## src/design/hgru_pkg.sv

```systemverilog
// ----------------------------------------------------------------------------
// hgru_pkg
// Shared types, command codes and default sizes for the hemisphere grid
// rectangle update core.
// ----------------------------------------------------------------------------
package hgru_pkg;

  // Default grid limits.
  localparam int DEF_MAX_AZIMUTH   = 512;
  localparam int DEF_MAX_ELEVATION = 128;

  // Fixed field widths.
  localparam int KIND_W = 3;
  localparam int MODE_W = 2;
  localparam int ELEV_W = 9;
  localparam int AZ_W   = 11;
  localparam int CELL_W = 32;
  localparam int DATA_W = 64;
  localparam int CFG_W  = 10;
  localparam int AZ_CFG_W = 10;
  localparam int EL_CFG_W = 8;

  // Reset values of the configuration registers.
  localparam int AZ_RESET = 360;
  localparam int EL_RESET = 90;

  // Configuration register indexes.
  localparam logic REG_AZIMUTH_COUNT   = 1'b0;
  localparam logic REG_ELEVATION_COUNT = 1'b1;

  // Command kinds.
  localparam logic [KIND_W-1:0] KIND_FILL   = 3'd0;
  localparam logic [KIND_W-1:0] KIND_RECT   = 3'd1;
  localparam logic [KIND_W-1:0] KIND_SUM    = 3'd2;
  localparam logic [KIND_W-1:0] KIND_READ   = 3'd3;
  localparam logic [KIND_W-1:0] KIND_MINMAX = 3'd4;

  // Rectangle operations.
  localparam logic [MODE_W-1:0] MODE_ADD    = 2'd0;
  localparam logic [MODE_W-1:0] MODE_MUL    = 2'd1;
  localparam logic [MODE_W-1:0] MODE_SET    = 2'd2;
  localparam logic [MODE_W-1:0] MODE_UNUSED = 2'd3;

  typedef enum logic [3:0] {
    S_CLEAR,
    S_IDLE,
    S_MOD,
    S_MUL,
    S_SWEEP,
    S_DRAIN,
    S_RD,
    S_CALC,
    S_WR,
    S_DONE
  } state_t;

endpackage

```

## src/design/hgru_alu.sv

```systemverilog
// ----------------------------------------------------------------------------
// hgru_alu
// Cell update unit: add, multiply with rounding, or set, saturating to 32 bits.
// ----------------------------------------------------------------------------
module hgru_alu
  import hgru_pkg::*;
(
  input  logic                     clk,
  input  logic                     load,
  input  logic [MODE_W-1:0]        mode,
  input  logic signed [CELL_W-1:0] cell_val,
  input  logic signed [CELL_W-1:0] operand,
  output logic signed [CELL_W-1:0] result
);

  logic [MODE_W-1:0]        mode_q;
  logic signed [CELL_W:0]   sum_q;
  logic signed [63:0]       prod_q;
  logic signed [CELL_W-1:0] op_q;
  logic signed [63:0]       rounded;
  logic signed [47:0]       shifted;

  // First stage: the product and the sum are registered.
  always_ff @(posedge clk) begin
    if (load) begin
      mode_q <= mode;
      op_q   <= operand;
      sum_q  <= (CELL_W+1)'(cell_val) + (CELL_W+1)'(operand);
      prod_q <= 64'(cell_val) * 64'(operand);
    end
  end

  // Second stage: round half up, floor shift, saturate.
  always_comb begin
    rounded = prod_q + 64'sd32768;
    shifted = 48'(rounded >>> 16);
    result  = op_q;
    case (mode_q)
      MODE_ADD: begin
        if (sum_q > (CELL_W+1)'(32'sh7FFFFFFF)) begin
          result = 32'sh7FFFFFFF;
        end else if (sum_q < -(CELL_W+1)'(33'sh080000000)) begin
          result = 32'sh80000000;
        end else begin
          result = sum_q[CELL_W-1:0];
        end
      end
      MODE_MUL: begin
        if (shifted > 48'sh7FFFFFFF) begin
          result = 32'sh7FFFFFFF;
        end else if (shifted < -48'sh80000000) begin
          result = 32'sh80000000;
        end else begin
          result = shifted[CELL_W-1:0];
        end
      end
      default: result = op_q;
    endcase
  end

endmodule

```

## config.mk

```make
export PLATFORM = sky130hd
export DESIGN_NAME = hgru_alu
export DESIGN_NICKNAME = d
export VERILOG_FILES = /design/src/design/hgru_pkg.sv /design/src/design/hgru_alu.sv
export SDC_FILE = /design/constraint.sdc
export NUM_CORES = 2
export LEC_CHECK = 0
export BUFFER_PORTS_ARGS = -buffer_cell sky130_fd_sc_hd__buf_2
export CAP_MARGIN = 5
export CELL_PAD_IN_SITES_DETAIL_PLACEMENT = 0
export CELL_PAD_IN_SITES_GLOBAL_PLACEMENT = 2
export CORE_MARGIN = 5
export CORE_UTILIZATION = 46
export DETAILED_ROUTE_END_ITERATION = 10
export PLACE_DENSITY_LB_ADDON = 0.1
export SLEW_MARGIN = 20
export SYNTH_ARGS = -nofsm -noshare
export SYNTH_HDL_FRONTEND = slang
export SYNTH_SLANG_ARGS = --single-unit
export TNS_END_PERCENT = 20
```

## constraint.sdc

```tcl
create_clock -name clk -period 21 [get_ports clk]
set_input_delay 6.3 -clock clk [delete_from_list [all_inputs] [get_ports clk]]
set_output_delay 6.3 -clock clk [all_outputs]
set_load 0.1 [all_outputs]
```

==> metrics.csv <==
stage,metric,value,unit
layout,multi-input logic area,34600,um^2
placed_design,Port Buffers,99,
clock_tree,H-tree depth,4,
die,FP Rows,112,
run,Max-Cap Viols,0,
timing,RSZ-0062 raised after global routing,no,
yosys,largest area contributor in the netlist,fa_1,
route,vias,30800,
setup_path,crit path launch type,input port,
clock_tree,post-CTS sizing,0,
die,Starting Density,46.1,%
layout,# fillers,9148,
setup_path,Worst Setup SP,operand[1],
yosys,Syn Nets,5950,
global_routing,vias in the first global route,34000,
timing,min cycle time layout,14880,ps
yosys,"Cell Area, Synth",42900,um^2
yosys,Post-Synthesis Cells,4586,
clock_tree,CTS sink count,116,
route,post-route ant nets,0,
clock_tree,CTS buffer count,17,
die,Die X-Extent,316,um
min_path,hold path depth,1,
timing,final max-slew violation count,0,
route,drt wl/cell,23.9,um
timing,Setup TNS Final,0,ps
die,core area,93000,um^2
placed_design,DP HPWL,106000,um
setup_path,critical path data required time,21150,ps
yosys,post-synth top area share,50.5,%
timing,final number of setup-violating endpoints,0,
clock_tree,CTS tree,yes,
layout,Final #Nets,5900,
placed_design,placer congestion estimate,0.870,
route,Pre-Repair DR Iteration Count,5,
min_path,HP Class,in -> reg,
setup_path,CP Class,in -> reg,
yosys,"FF+latch count, synth",116,
route,via density per instance,5.30,
yosys,ys async rst share,0,%
route,Residual DRC,0,
setup_path,CP max FO,33,
yosys,largest family of logic cells by synthesized area,adder cells,
setup_path,Critical Path End Type,flip-flop,
yosys,synthesized area per cell,9.36,um^2
yosys,synth top area cells,"fa_1 50%, inv_1 9.2%, edfxtp_1 8.1%",
placed_design,placed insts,5771,
layout,register area,3480,um^2
yosys,register area share after synthesis,8.11,%
clock_tree,CTS Root Cell,clkbuf_16,
global_routing,GRT Total Usage,28.7,%
timing,Slew headroom,27.5,%
timing,"Period Utilization, post-route",70.9,%
timing,Peak Freq,67.2,MHz
layout,"non-filler cells, final",5811,
global_routing,initial antenna violation count,10,
yosys,Synth Area in Simple Gates,16.0,%
clock_tree,CTS Buffer Depth,2,
yosys,Synth Area in XOR/XNOR,2.61,%
yosys,Ys Warns,0,
yosys,Synth Flop Type,edfxtp_1,
min_path,Hold Path Sink,mode_q[0],
die,Die H,316,um
yosys,Adder-Cell Fraction of Synth Area,56.7,%
yosys,Post-synth EDFFs,116,
die,Die Area,99500,um^2
global_routing,pin count of the biggest net entering global routing,70,
layout,layout cells sized above 1,4.66,%
clock_tree,Worst-path clk slew,60,ps
setup_path,arrival time at the worst endpoint,15030,ps
route,Routed Wire Length,139000,um
global_routing,first-pass GRT wire length,212000,um
status,status,"finished, final reports clean",
yosys,complex-gate fraction of the synthesized area,5.27,%
clock_tree,count of hold buffers inserted by post-cts repair,0,
yosys,mux contribution to synthesized area,0.0233,%
yosys,synth unique cells,69,
die,I/O Pins,100,
layout,Area Overhead vs Synth,5.30,%
timing,Final Hold Fails,0,
clock_tree,"Setup Fix Bufs, Post-CTS",0,
route,Initial DRC Count,2041,
global_routing,gr ovfl total,0,
timing,Slew @ Worst Pin,1090,ps
min_path,Worst Hold Launch,mode[0],
## final cells by class
cell class              count  area share [%]
clock inverters            15           0.338
flip-flops and latches    116            7.71
diodes                      8          0.0443
inverters                1050            8.72
well taps                1254            3.47
repair buffers            164            2.18
clock buffers              17           0.941
multi-input cells        3187            76.6
## metrics by stage
step                      area (um^2)  worst slack, ps  util [%]  hold slack, ps
after floorplan                 42900             7140         -            6400
after global placement          44600             5760      47.9            6480
after detailed placement        44600             5720      47.9            6480
after CTS                       45200             6150      48.6            6040
after global routing            45200             5750      48.6            6050
final                           45200             6120      48.6            6050
## cell usage after synthesis, drive strengths merged, types with 10 or more instances
master  number
and2       495
clkbuf     226
nand2b      15
and4        10
fa        1082
nand2      552
a21oi      146
o21ai       93
nor3        14
xnor2       93
inv       1049
nor2b       11
a21o        40
a31oi       13
xor2        35
nand4       29
a211oi      14
and3        17
ha         214
nor2       176
edfxtp     116
o21bai      13
nand3       35
## registers in the layout (all words and copies together), names as in the netlist
| name | cells |
|---|---|
| sum_q | 33 |
| op_q | 32 |
| prod_q | 49 |
| mode_q | 2 |
## metal layers
layer  vias up  global-route usage, %  wire, um
met5         -                      0        13
met4         2                   6.66      3750
met1     16300                   38.9     58300
li1      13400                      -         -
met2       938                   49.4     67700
met3       169                   4.25      8850
## worst max-delay path by stage
| stage | slack (ps) | end |
|---|---|---|
| after CTS | 6150 | prod_q[63] |
| after global routing | 5750 | prod_q[63] |
| final | 6120 | prod_q[63] |
| after floorplan | 7140 | prod_q[60] |
| after global placement | 5760 | prod_q[63] |
| after detailed placement | 5720 | prod_q[63] |
## kinds of logic (layout without fill, tap and decap cells)
logic type | count (synthesis) | count (layout)
AND/OR/NAND/NOR | 1386 | 1386
adder cells (fa/ha/maj) | 1296 | 1296
buffers and inverters | 1283 | 1246
AO/OA/AOI/OAI | 376 | 376
XOR/XNOR | 128 | 128
flip-flops | 116 | 116
multiplexers | 1 | 1
other | 0 | 8
## placed cells by master, fill, tap and decap left out, types with 4 or more instances in the layout
cell / synthesis / final
o21a_1: 7 / 7
a31oi_1: 13 / 13
a211o_1: 5 / 5
diode_2: 0 / 8
nand3_1: 35 / 35
a21oi_1: 146 / 146
and4_1: 9 / 9
or3_1: 8 / 8
a211oi_1: 13 / 13
xnor2_1: 93 / 93
inv_1: 1049 / 1049
ha_1: 214 / 214
buf_2: 3 / 98
o211ai_1: 8 / 8
buf_4: 1 / 66
nand2_1: 552 / 552
edfxtp_1: 116 / 116
nor3_1: 14 / 14
o21bai_1: 13 / 13
o31ai_1: 7 / 7
and3_1: 17 / 17
inv_6: 0 / 5
o21ai_0: 85 / 84
nor2b_1: 11 / 10
o21ai_1: 8 / 8
nand2b_1: 15 / 15
nand4_1: 25 / 25
nor4_1: 6 / 6
nor2_1: 176 / 176
clkinvlp_4: 0 / 4
fa_1: 1082 / 1082
and2_1: 494 / 494
a21o_1: 40 / 40
clkbuf_16: 0 / 17
xor2_1: 35 / 35
## worst max-delay path, stage by stage
cell	delay (ps)
buf_2	80
buf_4	420
inv_1	300
nor2_1	250
ha_1	330
fa_1	600
fa_1	710
fa_1	1230
inv_1	510
fa_1	630
inv_1	60
fa_1	520
inv_1	50
fa_1	460
fa_1	510
inv_1	40
ha_1	360
a21o_1	210
a21o_1	170
a21oi_1	180
inv_1	70
a31oi_1	160
o21ai_0	110
a41o_1	290
a21oi_1	230
o21bai_1	100
xnor2_1	120
Power is not shown: default switching activity piles up to over one toggle a cycle in this logic, so the estimate is an artifact.
